`src/hdl/srts_pkg.sv`:
```
package srts_pkg;

	localparam int MAX_JOBS = 16;
	localparam int SLOT_W   = $clog2(MAX_JOBS);
	localparam int CNT_W    = SLOT_W + 1;
	localparam int TIME_W   = 16;
	localparam int BURST_W  = 16;

	typedef logic [SLOT_W-1:0]  slot_t;
	typedef logic [CNT_W-1:0]   cnt_t;
	typedef logic [TIME_W-1:0]  time_t;
	typedef logic [BURST_W-1:0] burst_t;

	localparam time_t TIME_MAX = '1;

	localparam logic KIND_ARRIVE = 1'b0;
	localparam logic KIND_TICK   = 1'b1;

	typedef logic [1:0] alu_op_t;
	localparam alu_op_t OP_LT  = 2'd0;
	localparam alu_op_t OP_INC = 2'd1;
	localparam alu_op_t OP_SUB = 2'd2;
	localparam alu_op_t OP_DEC = 2'd3;

	typedef struct packed {
		alu_op_t op;
		time_t   a;
		time_t   b;
	} alu_req_t;

	typedef struct packed {
		logic  lt;
		time_t y;
	} alu_rsp_t;

	typedef struct packed {
		logic  accepted;
		slot_t slot;
		logic  ran;
		logic  done_res;
		time_t done_time;
		time_t done_turnaround;
		time_t done_wait;
	} res_t;

endpackage

```
`src/hdl/srts_in_if.sv`:
```
interface srts_in_if;
	logic             valid;
	logic             ready;
	logic             kind;
	srts_pkg::burst_t burst;

	modport source (output valid, output kind, output burst, input ready);
	modport sink (input valid, input kind, input burst, output ready);
endinterface

```
`src/hdl/srts_out_if.sv`:
```
interface srts_out_if;
	logic            valid;
	logic            ready;
	logic            accepted;
	srts_pkg::slot_t slot;
	logic            ran;
	logic            done_res;
	srts_pkg::time_t done_time;
	srts_pkg::time_t done_turnaround;
	srts_pkg::time_t done_wait;

	modport source (output valid, output accepted, output slot, output ran, output done_res,
		output done_time, output done_turnaround, output done_wait, input ready);
	modport sink (input valid, input accepted, input slot, input ran, input done_res,
		input done_time, input done_turnaround, input done_wait, output ready);
endinterface

```
`src/hdl/srts_alu.sv`:
```
module srts_alu (
	input  srts_pkg::alu_req_t req,
	output srts_pkg::alu_rsp_t rsp
);

	always_comb begin
		rsp.lt = (req.a < req.b);
		unique case (req.op)
			srts_pkg::OP_LT:  rsp.y = req.a;
			srts_pkg::OP_INC: rsp.y = (req.a == srts_pkg::TIME_MAX) ? req.a : req.a + 1'b1;
			srts_pkg::OP_SUB: rsp.y = req.a - req.b;
			srts_pkg::OP_DEC: rsp.y = req.a - 1'b1;
		endcase
	end

endmodule

```
`src/hdl/shortest_remaining_time_scheduler_core.sv`:
```
// Arrival: ST_IDLE goes straight to ST_OUT, which loads the result register.
// Tick with a ready job: ST_SCAN, ST_SEL, ST_WUPD, ST_FETCH, ST_FIN1, ST_FIN2 and ST_OUT,
// taking one slot per cycle through the shared compare/increment unit: a minimum scan, then a
// wait-update pass. Idle tick: ST_SCAN, ST_SEL, ST_FIN1, ST_FIN2 and ST_OUT. Input is ready
// again once the result register loads; a held result stalls that load. One item in flight.
// arst_n clears control state and the remaining-time table; arrival and wait
// memories are not cleared and their values are only used for slots that hold a job.
module shortest_remaining_time_scheduler_core (
	input logic        clk,
	input logic        arst_n,
	srts_in_if.sink    item,
	srts_out_if.source result
);

	localparam logic [2:0] ST_IDLE  = 3'd0;
	localparam logic [2:0] ST_SCAN  = 3'd1;
	localparam logic [2:0] ST_SEL   = 3'd2;
	localparam logic [2:0] ST_WUPD  = 3'd3;
	localparam logic [2:0] ST_FETCH = 3'd4;
	localparam logic [2:0] ST_FIN1  = 3'd5;
	localparam logic [2:0] ST_FIN2  = 3'd6;
	localparam logic [2:0] ST_OUT   = 3'd7;

	logic [2:0]             state_q;
	srts_pkg::cnt_t         idx_q;
	srts_pkg::slot_t        idx_lo;
	logic                   found_q;
	srts_pkg::time_t        cur_q;
	srts_pkg::slot_t        run_slot_q;
	logic                   run_valid_q;
	srts_pkg::cnt_t         slots_used_q;
	logic                   out_valid_q;
	logic                   upd_en_s1;

	srts_pkg::time_t        rem_q [srts_pkg::MAX_JOBS];
	srts_pkg::time_t        arr_mem [srts_pkg::MAX_JOBS];
	srts_pkg::time_t        wait_mem [srts_pkg::MAX_JOBS];

	srts_pkg::slot_t        best_q;
	srts_pkg::time_t        best_rem_q;
	srts_pkg::time_t        run_rem_q;
	srts_pkg::time_t        wait_rd_q;
	srts_pkg::time_t        arr_rd_q;
	srts_pkg::slot_t        upd_idx_s1;
	logic                   done_q;
	srts_pkg::time_t        dtime_q;
	srts_pkg::res_t         res_q;
	srts_pkg::res_t         out_q;

	srts_pkg::alu_req_t     alu_req;
	srts_pkg::alu_rsp_t     alu_rsp;

	logic                   in_acc;
	logic                   arr_ok;
	logic                   out_load;
	srts_pkg::time_t        scan_rem;
	srts_pkg::slot_t        new_slot;

	assign idx_lo   = idx_q[srts_pkg::SLOT_W-1:0];
	assign scan_rem = rem_q[idx_lo];
	assign new_slot = slots_used_q[srts_pkg::SLOT_W-1:0];

	assign item.ready = (state_q == ST_IDLE);
	assign in_acc     = item.valid && item.ready;
	assign arr_ok     = (item.kind == srts_pkg::KIND_ARRIVE)
		&& (slots_used_q < srts_pkg::cnt_t'(srts_pkg::MAX_JOBS))
		&& (item.burst != '0);
	assign out_load   = (state_q == ST_OUT) && (!out_valid_q || result.ready);

	srts_alu u_alu (
		.req(alu_req),
		.rsp(alu_rsp)
	);

	always_comb begin
		alu_req = '0;
		unique case (state_q)
			ST_SCAN: begin
				alu_req.op = srts_pkg::OP_LT;
				alu_req.a  = scan_rem;
				alu_req.b  = best_rem_q;
			end
			ST_WUPD: begin
				alu_req.op = srts_pkg::OP_INC;
				alu_req.a  = wait_rd_q;
			end
			ST_FETCH: begin
				alu_req.op = srts_pkg::OP_DEC;
				alu_req.a  = best_rem_q;
			end
			ST_FIN1: begin
				alu_req.op = srts_pkg::OP_INC;
				alu_req.a  = cur_q;
			end
			ST_FIN2: begin
				alu_req.op = srts_pkg::OP_SUB;
				alu_req.a  = dtime_q;
				alu_req.b  = arr_rd_q;
			end
			default: alu_req = '0;
		endcase
	end

	// control state
	always_ff @(posedge clk or negedge arst_n) begin
		if (!arst_n) begin
			state_q      <= ST_IDLE;
			idx_q        <= '0;
			found_q      <= 1'b0;
			cur_q        <= '0;
			run_slot_q   <= '0;
			run_valid_q  <= 1'b0;
			slots_used_q <= '0;
			upd_en_s1    <= 1'b0;
		end else begin
			unique case (state_q)
				ST_IDLE: begin
					if (in_acc) begin
						if (item.kind == srts_pkg::KIND_ARRIVE) begin
							if (arr_ok) slots_used_q <= slots_used_q + 1'b1;
							state_q <= ST_OUT;
						end else begin
							found_q <= 1'b0;
							idx_q   <= '0;
							state_q <= ST_SCAN;
						end
					end
				end
				ST_SCAN: begin
					if (scan_rem != '0) found_q <= 1'b1;
					if (idx_q == srts_pkg::cnt_t'(srts_pkg::MAX_JOBS - 1)) begin
						idx_q   <= '0;
						state_q <= ST_SEL;
					end else begin
						idx_q <= idx_q + 1'b1;
					end
				end
				ST_SEL: begin
					upd_en_s1 <= 1'b0;
					state_q   <= found_q ? ST_WUPD : ST_FIN1;
				end
				ST_WUPD: begin
					if (idx_q == srts_pkg::cnt_t'(srts_pkg::MAX_JOBS)) begin
						upd_en_s1 <= 1'b0;
						state_q   <= ST_FETCH;
					end else begin
						upd_en_s1 <= (idx_lo != best_q) && (scan_rem != '0);
						idx_q     <= idx_q + 1'b1;
					end
				end
				ST_FETCH: state_q <= ST_FIN1;
				ST_FIN1: begin
					cur_q <= alu_rsp.y;
					if (found_q) begin
						run_slot_q  <= best_q;
						run_valid_q <= !done_q;
					end
					state_q <= ST_FIN2;
				end
				ST_FIN2: state_q <= ST_OUT;
				ST_OUT: begin
					if (out_load) state_q <= ST_IDLE;
				end
			endcase
		end
	end

	// remaining-time table, cleared at reset
	always_ff @(posedge clk or negedge arst_n) begin
		if (!arst_n) begin
			for (int i = 0; i < srts_pkg::MAX_JOBS; i++) rem_q[i] <= '0;
		end else if (state_q == ST_IDLE && in_acc && arr_ok) begin
			rem_q[new_slot] <= srts_pkg::time_t'(item.burst);
		end else if (state_q == ST_FETCH) begin
			rem_q[best_q] <= alu_rsp.y;
		end
	end

	// arrival and wait memories
	always_ff @(posedge clk) begin
		if (state_q == ST_IDLE && in_acc && arr_ok) begin
			arr_mem[new_slot]  <= cur_q;
			wait_mem[new_slot] <= '0;
		end else if (state_q == ST_WUPD && upd_en_s1) begin
			wait_mem[upd_idx_s1] <= alu_rsp.y;
		end
		if (state_q == ST_WUPD && idx_q != srts_pkg::cnt_t'(srts_pkg::MAX_JOBS)) begin
			wait_rd_q <= wait_mem[idx_lo];
		end else if (state_q == ST_FETCH) begin
			wait_rd_q <= wait_mem[best_q];
		end
		if (state_q == ST_FETCH) arr_rd_q <= arr_mem[best_q];
	end

	// datapath registers
	always_ff @(posedge clk) begin
		unique case (state_q)
			ST_IDLE: begin
				if (in_acc && item.kind == srts_pkg::KIND_ARRIVE) begin
					res_q.accepted        <= arr_ok;
					res_q.slot            <= arr_ok ? new_slot : '0;
					res_q.ran             <= 1'b0;
					res_q.done_res        <= 1'b0;
					res_q.done_time       <= '0;
					res_q.done_turnaround <= '0;
					res_q.done_wait       <= '0;
				end
			end
			ST_SCAN: begin
				if (scan_rem != '0 && (!found_q || alu_rsp.lt)) begin
					best_q     <= idx_lo;
					best_rem_q <= scan_rem;
				end
				if (idx_lo == run_slot_q) run_rem_q <= scan_rem;
			end
			ST_SEL: begin
				// running job keeps the processor on a tie
				if (run_valid_q && run_rem_q != '0 && run_rem_q == best_rem_q)
					best_q <= run_slot_q;
			end
			ST_WUPD: upd_idx_s1 <= idx_lo;
			ST_FETCH: done_q <= (alu_rsp.y == '0);
			ST_FIN1: dtime_q <= alu_rsp.y;
			ST_FIN2: begin
				res_q.accepted        <= 1'b0;
				res_q.slot            <= found_q ? best_q : '0;
				res_q.ran             <= found_q;
				res_q.done_res        <= found_q && done_q;
				res_q.done_time       <= (found_q && done_q) ? dtime_q : '0;
				res_q.done_turnaround <= (found_q && done_q) ? alu_rsp.y : '0;
				res_q.done_wait       <= (found_q && done_q) ? wait_rd_q : '0;
			end
			default: ;
		endcase
		if (out_load) out_q <= res_q;
	end

	always_ff @(posedge clk or negedge arst_n) begin
		if (!arst_n) begin
			out_valid_q <= 1'b0;
		end else if (out_load) begin
			out_valid_q <= 1'b1;
		end else if (result.ready) begin
			out_valid_q <= 1'b0;
		end
	end

	assign result.valid           = out_valid_q;
	assign result.accepted        = out_q.accepted;
	assign result.slot            = out_q.slot;
	assign result.ran             = out_q.ran;
	assign result.done_res        = out_q.done_res;
	assign result.done_time       = out_q.done_time;
	assign result.done_turnaround = out_q.done_turnaround;
	assign result.done_wait       = out_q.done_wait;

endmodule

```
`src/flat_wrapper.sv`:
```
// flat-port wrapper written by rule: the top's interface ports become plain ports
module shortest_remaining_time_scheduler_core_flat 
  (clk, arst_n, item_valid, item_kind, item_burst, item_ready, result_valid, result_accepted, result_slot, result_ran, result_done_res, result_done_time, result_done_turnaround, result_done_wait, result_ready);
  srts_in_if item_i ();
  srts_out_if result_i ();
  input logic clk;
  input logic arst_n;
  input wire logic [$bits(item_i.valid)-1:0] item_valid;
  input wire logic [$bits(item_i.kind)-1:0] item_kind;
  input wire logic [$bits(item_i.burst)-1:0] item_burst;
  output wire logic [$bits(item_i.ready)-1:0] item_ready;
  output wire logic [$bits(result_i.valid)-1:0] result_valid;
  output wire logic [$bits(result_i.accepted)-1:0] result_accepted;
  output wire logic [$bits(result_i.slot)-1:0] result_slot;
  output wire logic [$bits(result_i.ran)-1:0] result_ran;
  output wire logic [$bits(result_i.done_res)-1:0] result_done_res;
  output wire logic [$bits(result_i.done_time)-1:0] result_done_time;
  output wire logic [$bits(result_i.done_turnaround)-1:0] result_done_turnaround;
  output wire logic [$bits(result_i.done_wait)-1:0] result_done_wait;
  input wire logic [$bits(result_i.ready)-1:0] result_ready;
  assign item_i.valid = item_valid;
  assign item_i.kind = item_kind;
  assign item_i.burst = item_burst;
  assign item_ready = item_i.ready;
  assign result_valid = result_i.valid;
  assign result_accepted = result_i.accepted;
  assign result_slot = result_i.slot;
  assign result_ran = result_i.ran;
  assign result_done_res = result_i.done_res;
  assign result_done_time = result_i.done_time;
  assign result_done_turnaround = result_i.done_turnaround;
  assign result_done_wait = result_i.done_wait;
  assign result_i.ready = result_ready;
  shortest_remaining_time_scheduler_core u_core (.clk(clk), .arst_n(arst_n), .item(item_i), .result(result_i));
endmodule
```
`config.mk`:
```
export PLATFORM = sky130hd
export DESIGN_NAME = shortest_remaining_time_scheduler_core_flat
export DESIGN_NICKNAME = d
export VERILOG_FILES = /design/src/hdl/srts_pkg.sv /design/src/hdl/srts_in_if.sv /design/src/hdl/srts_out_if.sv /design/src/hdl/srts_alu.sv /design/src/hdl/shortest_remaining_time_scheduler_core.sv /design/src/flat_wrapper.sv
export SDC_FILE = /design/constraint.sdc
export NUM_CORES = 2
export LEC_CHECK = 0
export BUFFER_PORTS_ARGS = -buffer_cell sky130_fd_sc_hd__clkbuf_2
export CAP_MARGIN = 20
export CORE_ASPECT_RATIO = 1.1
export CORE_MARGIN = 8
export CORE_UTILIZATION = 43
export DETAILED_ROUTE_END_ITERATION = 7
export PLACE_DENSITY = 0.62
export RECOVER_POWER = 25
export REMOVE_ABC_BUFFERS = 1
export SYNTH_ARGS = -nofsm -noshare
export SYNTH_HDL_FRONTEND = slang
export SYNTH_HIERARCHICAL = 1
export SYNTH_SLANG_ARGS = --single-unit
```
`constraint.sdc`:
```
create_clock -name clk -period 4.4 [get_ports clk]
set_input_delay 0 -clock clk [delete_from_list [all_inputs] [get_ports clk]]
set_output_delay 0 -clock clk [all_outputs]
set_load 0.05 [all_outputs]
```
=== Word level (Yosys, flattened, before mapping) ===
Memory sizes are Yosys's and may differ from the RTL's. A register that Yosys moved wholly into a read port is not among the register bits.
Index checks and enable logic that the tools add are counted.

* Add/sub/neg operators: 5
* Magnitude comparators: 7
* Eq/ne operators: 27
* Multiplexer cells: 56
* Bitwise gates (word level): 4
* Reduce and logical (&&, ||, !) cells: 45

{| class="wikitable"
|+ Operators by type and width
! kind !! number
|-
| bitwise mux 256 bit || 2
|-
| two-way mux 256 bit || 2
|-
| two-way mux 16 bit || 11
|-
| demux 16 bit (select 4 bit) || 2
|-
| case mux 55 bit (2 select lines) || 1
|-
| case mux 18 bit (5 select lines) || 1
|-
| binary-select mux 16 bit (select 4 bit) || 1
|-
| case mux 16 bit (4 select lines) || 1
|-
| two-way mux 55 bit || 1
|-
| nonzero test 16 bit || 3
|-
| case mux 16 bit (2 select lines) || 1
|-
| two-way mux 4 bit || 6
|-
| case mux 3 bit (8 select lines) || 1
|-
| two-way mux 5 bit || 4
|-
| two-way mux 3 bit || 6
|-
| adder 16 x 1 -> 16 bit, second input constant || 1
|-
| == test 16 bit || 1
|-
| == test 16 bit, second input constant || 1
|-
| logical AND 1 bit || 16
|-
| logical NOT 16 bit || 1
|-
| less-than comparator 16 bit || 1
|-
| AND reduction 4 bit || 4
|-
| OR reduction 16 bit || 1
|-
| subtractor 16 x 1 -> 16 bit, second input constant || 1
|-
| 31 further kinds || 74
|}

* Bits in registers: 476
* Memory bits (writable): 512
* Output and inout bits: 57
* Memories kept: 2

{| class="wikitable"
|+ Memory list
! memory !! depth !! bits a word !! rd ports !! clocked after Yosys merged registers in !! write ports !! line !! text
|-
| u_core.arr_mem || 16 || 16 || 1 || 1 || 1 || shortest_remaining_time_scheduler_core.sv:36 || <nowiki>srts_pkg::time_t arr_mem [srts_pkg::MAX_JOBS];</nowiki>
|-
| u_core.wait_mem || 16 || 16 || 2 || 1 || 1 || shortest_remaining_time_scheduler_core.sv:37 || <nowiki>srts_pkg::time_t wait_mem [srts_pkg::MAX_JOBS];</nowiki>
|}

=== Longest topological paths before layout ===
* Depth in word-level cells: 11
* Gate-level depth with buffers: 21

=== Cells and area by module ===
The synthesis kept the hierarchy.

{| class="wikitable"
|+ Modules (own cells, without submodules)
! module !! instances !! cells an instance !! area each (µm²) !! sequential area each (µm²)
|-
| shortest_remaining_time_scheduler_core || 1 || 2948 || 44632.8 || 28762.6
|-
| srts_alu || 1 || 272 || 1836.8 || 0.0
|}

=== Least setup slack after synthesis ===
No wires, ideal clock.

* Path type: register -> register
* Start: reg u_core.state_q[1]
* End: reg u_core/res_q[0] (netlist name), enable pin
* Setup time: 487 ps
* Arrival time: 4668 ps
* Data required time: 3913 ps
* Slack: -755 ps
* Stages on the path, launching flop included: 5
* Clock period less this slack: 5155 ps
* Cell sequence: dfrtp_1 -> buf_2 -> nor3_1 -> nand2_1 -> o22ai_1

* Longest elaborated chain between the ends: 5
* Elaborated cells on any way between the ends: 7

{| class="wikitable"
|+ RTL lines
! element !! line !! text
|-
| start: declaration || shortest_remaining_time_scheduler_core.sv:24 || <nowiki>logic [2:0] state_q;</nowiki>
|-
| start signal: assignment || shortest_remaining_time_scheduler_core.sv:140 || <nowiki>state_q <= found_q ? ST_WUPD : ST_FIN1;</nowiki>
|-
| logical NOT 3 bit * || shortest_remaining_time_scheduler_core.sv:63 || <nowiki>assign item.ready = (state_q == ST_IDLE);</nowiki>
|-
| via item_ready || flat_wrapper.sv:11 || <nowiki>output wire logic [$bits(item_i.ready)-1:0] item_ready;</nowiki>
|-
| logical AND 1 bit || shortest_remaining_time_scheduler_core.sv:64 || <nowiki>assign in_acc = item.valid && item.ready;</nowiki>
|-
| logical AND 1 bit || shortest_remaining_time_scheduler_core.sv:199 || <nowiki>if (in_acc && item.kind == srts_pkg::KIND_ARRIVE) begin</nowiki>
|-
| != test 2 bit (no line) || - ||
|-
| AND reduction 2 bit (no line) * || - ||
|-
| end: declaration || shortest_remaining_time_scheduler_core.sv:47 || <nowiki>srts_pkg::res_t res_q;</nowiki>
|}

The timed path passes the listed nets; every way through them passes the cells marked *.
A chain may end at the register's enable or synchronous reset.

==> results.txt <==
The worst setup path is captured at a flop. The final reports fail on capacitance limit, slew limit, setup timing. The library cell used most frequently in the layout, excluding fill and tap cells, is edfxtp_1. Total power for the finished layout comes to 0.0455 W. The critical path's largest stage delay came out at 0.49 ns. The setup slack at placement is -0.482 ns.

The number of clock buffers inserted by TritonCTS is 98. The synthesis warning total came out at 6. The met1 wire length is 57,900 µm. The floorplan step set the die height to 361 µm.

The via count of the first global-routing pass came out at 31,324. The shortest period the worst path allows is 4.58 ns. The run finished, with violations left.

The total negative setup slack is -15.60 ns. The proportion of netlist area held by the largest area contributor is 0.459. The actual slew at the worst max-slew pin is 3.56 ns. The routability congestion estimate from global placement is 0.933. Timing would allow up to 218 MHz. The area growth from synthesis to final layout is 21.2%. The width of the chip came out at 329 µm. The cell count of the worst reg-to-reg path is 19. The portion of the clock cycle consumed by the worst path in the final layout came out at 1.04.

The count of pins over their slew limit was 48. The post-detailed-route DRC marker count is 0. The final worst clock skew is 0.0263 ns. The pin count of the biggest net entering global routing came out at 133. The largest total area in the synthesized netlist belongs to edfxtp_1.

The worst hold endpoint is u_core/rem_q[107]$_DFFE_PN0P_. The sum of met3 wire segment lengths after detailed routing came out at 11,800 µm. The clock latency on the worst-skew pair came out at 0.68 ns. The synthesis-stage register bit count is 1,008.

The tightest min-delay check is of the in2reg type. In the layout the commonest cells are 711 x edfxtp_1, 364 x nand2_1, 318 x buf_4, 297 x mux4_2, 290 x dfrtp_1. The count of vias placed by the detailed router is 31,447.

The signal on the critical path passes through buf_12 > buf_12 > buf_6 > mux4_2 > mux2_4 > nor2_4 > a21oi_4 > a221o_1 > ha_4 > nor2b_4 > o2111ai_4 > a21oi_4 > o32a_1 > a21o_1 > a21oi_2 > o21a_2 > or2_4 > mux2_4 > o221a_1. The via density per instance came out at 6.25. Across the VDD grid, the largest voltage drop is 0.861 mV. The fraction of the yosys area taken by sequential cells came out at 0.619. TritonCTS built the clock tree. The number of levels in the clock H-tree is 3. The wire length on met2 came out at 69,900 µm. The share of cells above drive strength 1 came out at 0.338. After floorplanning, the core was sized to cover 107,000 µm². The relative slew slack came out at -1.37. The largest individual stage delay along the critical path comes from the cell dfrtp_4. Yosys mapped the design onto 76 distinct sky130hd cell types. After synthesis, the mean cell area works out to 14.4 µm². The number of endpoints with negative hold slack in the final report is 0. After synthesis, the share of flip-flops with an asynchronous set or reset is 0.291. The largest driver fanout on the critical path came out at 6.

The wire length of the first global-routing pass is 212,000 µm. The global-route usage over all layers came out at 0.237. After the flow finishes, the layout carries non-filler instances totaling 5,029. The final routed wire length divided by cell count is 29.0 µm.

The startpoint of the worst register-to-register path is u_core/idx_q[0]$_DFFE_PN0P_. In this run the static leakage power is 20.0 nW. Signal routing reaches up to met5. The power density over the cells came out at 807 nW/µm². The cell area after technology mapping came out at 46,500 µm². For the worst setup path, the data arrival time is 5.12 ns. The final critical-path setup slack is -0.179 ns.

The wire length reported by the detailed router is 146,000 µm. Sorting the synthesized cells by area gives the leading types as edfxtp_1 46%, dfrtp_1 16%, mux4_2 14%, a22oi_1 4.5%, o21ai_0 3.2%. The wire-length estimate of the detail-placed layout is 92,200 µm. The count of max-cap constraint violations is 1. The startpoint identified for the worst hold timing path is item_burst[11]. For this design the top-level I/O count stands at 78. The site row count came out at 126. The most used flip-flop cell after synthesis is edfxtp_1. The endpoint required time on the critical path came out at 4.94 ns.

The worst setup path is of the reg2reg kind. In this run the deepest clock path goes through 3 buffers. The CTS clock-pin slew for the worst setup and hold paths is 0.06 ns. The number of iterations in the first detailed-routing pass is 6. The count of cells along the worst hold path came out at 3. In the final design database the tool counted 3,586 nets. In this run, synthesis inferred 711 flip-flops with an integrated enable. The startpoint kind of the worst setup timing path is a flop. The number of port buffers came out at 77.

The reg-to-reg setup timing slack is -0.18 ns. The placed cell count is 4,771. Tracing the worst setup path back leads to its startpoint at u_core/idx_q[0]$_DFFE_PN0P_. For this configuration, the core starts out at a cell density of 0.433. The number of filler instances in the final layout came out at 8,771.

The cell count after synthesis came out at 3,220. The die outline area came out at 119,000 µm². The total overflow left after global routing is 0. The initial antenna violation count is 6. The cell sitting at the root of the clock tree is a clkbuf_16. The number of nets still failing antenna checks after routing is 0. The area occupied by multi-input gates is 17,700 µm². The sequential cell area is 28,800 µm². Setup repair after global routing could not meet its margin everywhere.

In this run, the number of DRC markers left after iteration 0 of detailed routing was 3,828. The number of clock sinks came out at 1,008. Setup violations remaining at the end of the flow were counted as 220.
[critical path: cells and delay by family (launching register included)]
kind	cells	cell delay (ns)
AO/OA/AOI/OAI	9	1.67
multiplexers	3	1.00
AND/OR/NAND/NOR	3	0.53
flip-flops	1	0.49
buffers and inverters	3	0.41
adder cells (fa/ha/maj)	1	0.31
[power by group]
group	switching, W	internal [W]	leakage (nW)	total (W)
Sequential	0.00149	0.0126	10.4	0.0141
Clock	0.00374	0.00490	1.62	0.00864
Combinational	0.0127	0.0101	7.93	0.0228
Total	0.0179	0.0275	20.0	0.0455
[per-layer routing]
layer	vias up	GRT usage
met3	308	0.0416
met2	1586	0.385
met5	-	0
met1	16257	0.321
li1	13292	-
met4	4	0.0845
[cells by family (layout without fill, tap and decap cells)]
group,count (synthesis),count (layout),share of synthesized area
flip-flops,1008,1008,0.619
AO/OA/AOI/OAI,749,749,0.104
AND/OR/NAND/NOR,684,686,0.0716
multiplexers,362,362,0.159
buffers and inverters,337,735,0.0287
XOR/XNOR,52,52,0.00980
adder cells (fa/ha/maj),28,28,0.00770
other,0,1,0
[how the worst max path moves through the flow]
stage / slack [ns] / cells after the start / to
2_1_floorplan: -5.72 / 13 / u_core/wait_mem[0][13]$_DFFE_PP_
3_3_place_gp: -0.43 / 16 / u_core/wait_mem[6][15]$_DFFE_PP_
3_5_place_dp: -0.48 / 17 / u_core/wait_mem[10][14]$_DFFE_PP_
4_1_cts: -0.14 / 17 / u_core/done_q$_DFFE_PP_
5_1_grt: -0.31 / 19 / u_core/rem_q[223]$_DFFE_PN0P_
6_report: -0.18 / 19 / flop
[stage by stage]
step                      cell area (µm²)   util  hold slack [ns]
after global placement              51100  0.477           0.0957
final                               56300  0.526           0.0429
after CTS                           55300  0.516           0.0160
after detailed placement            51100  0.477           0.0916
after global routing                56300  0.526           0.0470
after floorplan                     45300      -           -0.296
[synth_stat cells (12+ instances only)]
| cell type | n |
|---|---|
| inv_1 | 40 |
| buf_2 | 35 |
| a22oi_1 | 281 |
| and3_1 | 92 |
| or2_2 | 13 |
| a21oi_1 | 36 |
| dfrtp_1 | 293 |
| ha_1 | 27 |
| nor2_1 | 56 |
| clkbuf_1 | 213 |
| xor2_1 | 32 |
| mux2i_1 | 33 |
| buf_1 | 43 |
| edfxtp_1 | 711 |
| mux4_2 | 297 |
| nand3_1 | 33 |
| nor3_1 | 16 |
| mux2_2 | 32 |
| a22o_1 | 21 |
| nor2b_1 | 12 |
| xnor2_1 | 20 |
| o21ai_0 | 300 |
| nor4_1 | 20 |
| o21ai_1 | 19 |
| nand2_1 | 374 |
[repair_timing]
item                                    4_1_cts  5_1_grt
hold buffers                                 19        0
hold endpoints to repair                    275        0
endpoints found under the setup margin      564      560
gates cloned                                  3       10
buffers inserted                             20       25
pin swaps                                    24       97
resized for setup                           172      165
[registers in the layout, indices dropped and copies added (netlist names), 5 cells and up, named ones only]
signal	cells
u_core/result.done_time	16
u_core/idx_q	5
u_core/result.done_turnaround	16
u_core/dtime_q	16
u_core/arr_rd_q	16
u_core/run_rem_q	16
u_core/rem_q	256
u_core/result.done_wait	16
u_core/res_q	55
u_core/wait_rd_q	16
u_core/arr_mem	256
u_core/wait_mem	256
u_core/cur_q	16
u_core/slots_used_q	5
u_core/best_rem_q	16
[final cells by class]
type                       count  share of cell area
antenna                        1           0.0000444
clock buffer                 113              0.0452
clock inverter                70              0.0132
inverter                      42             0.00280
multi-input combinational   1877               0.315
sequential                  1008               0.511
tap                         1408              0.0313
timing repair buffer         510              0.0821
Power figures use the tool's default switching activity.
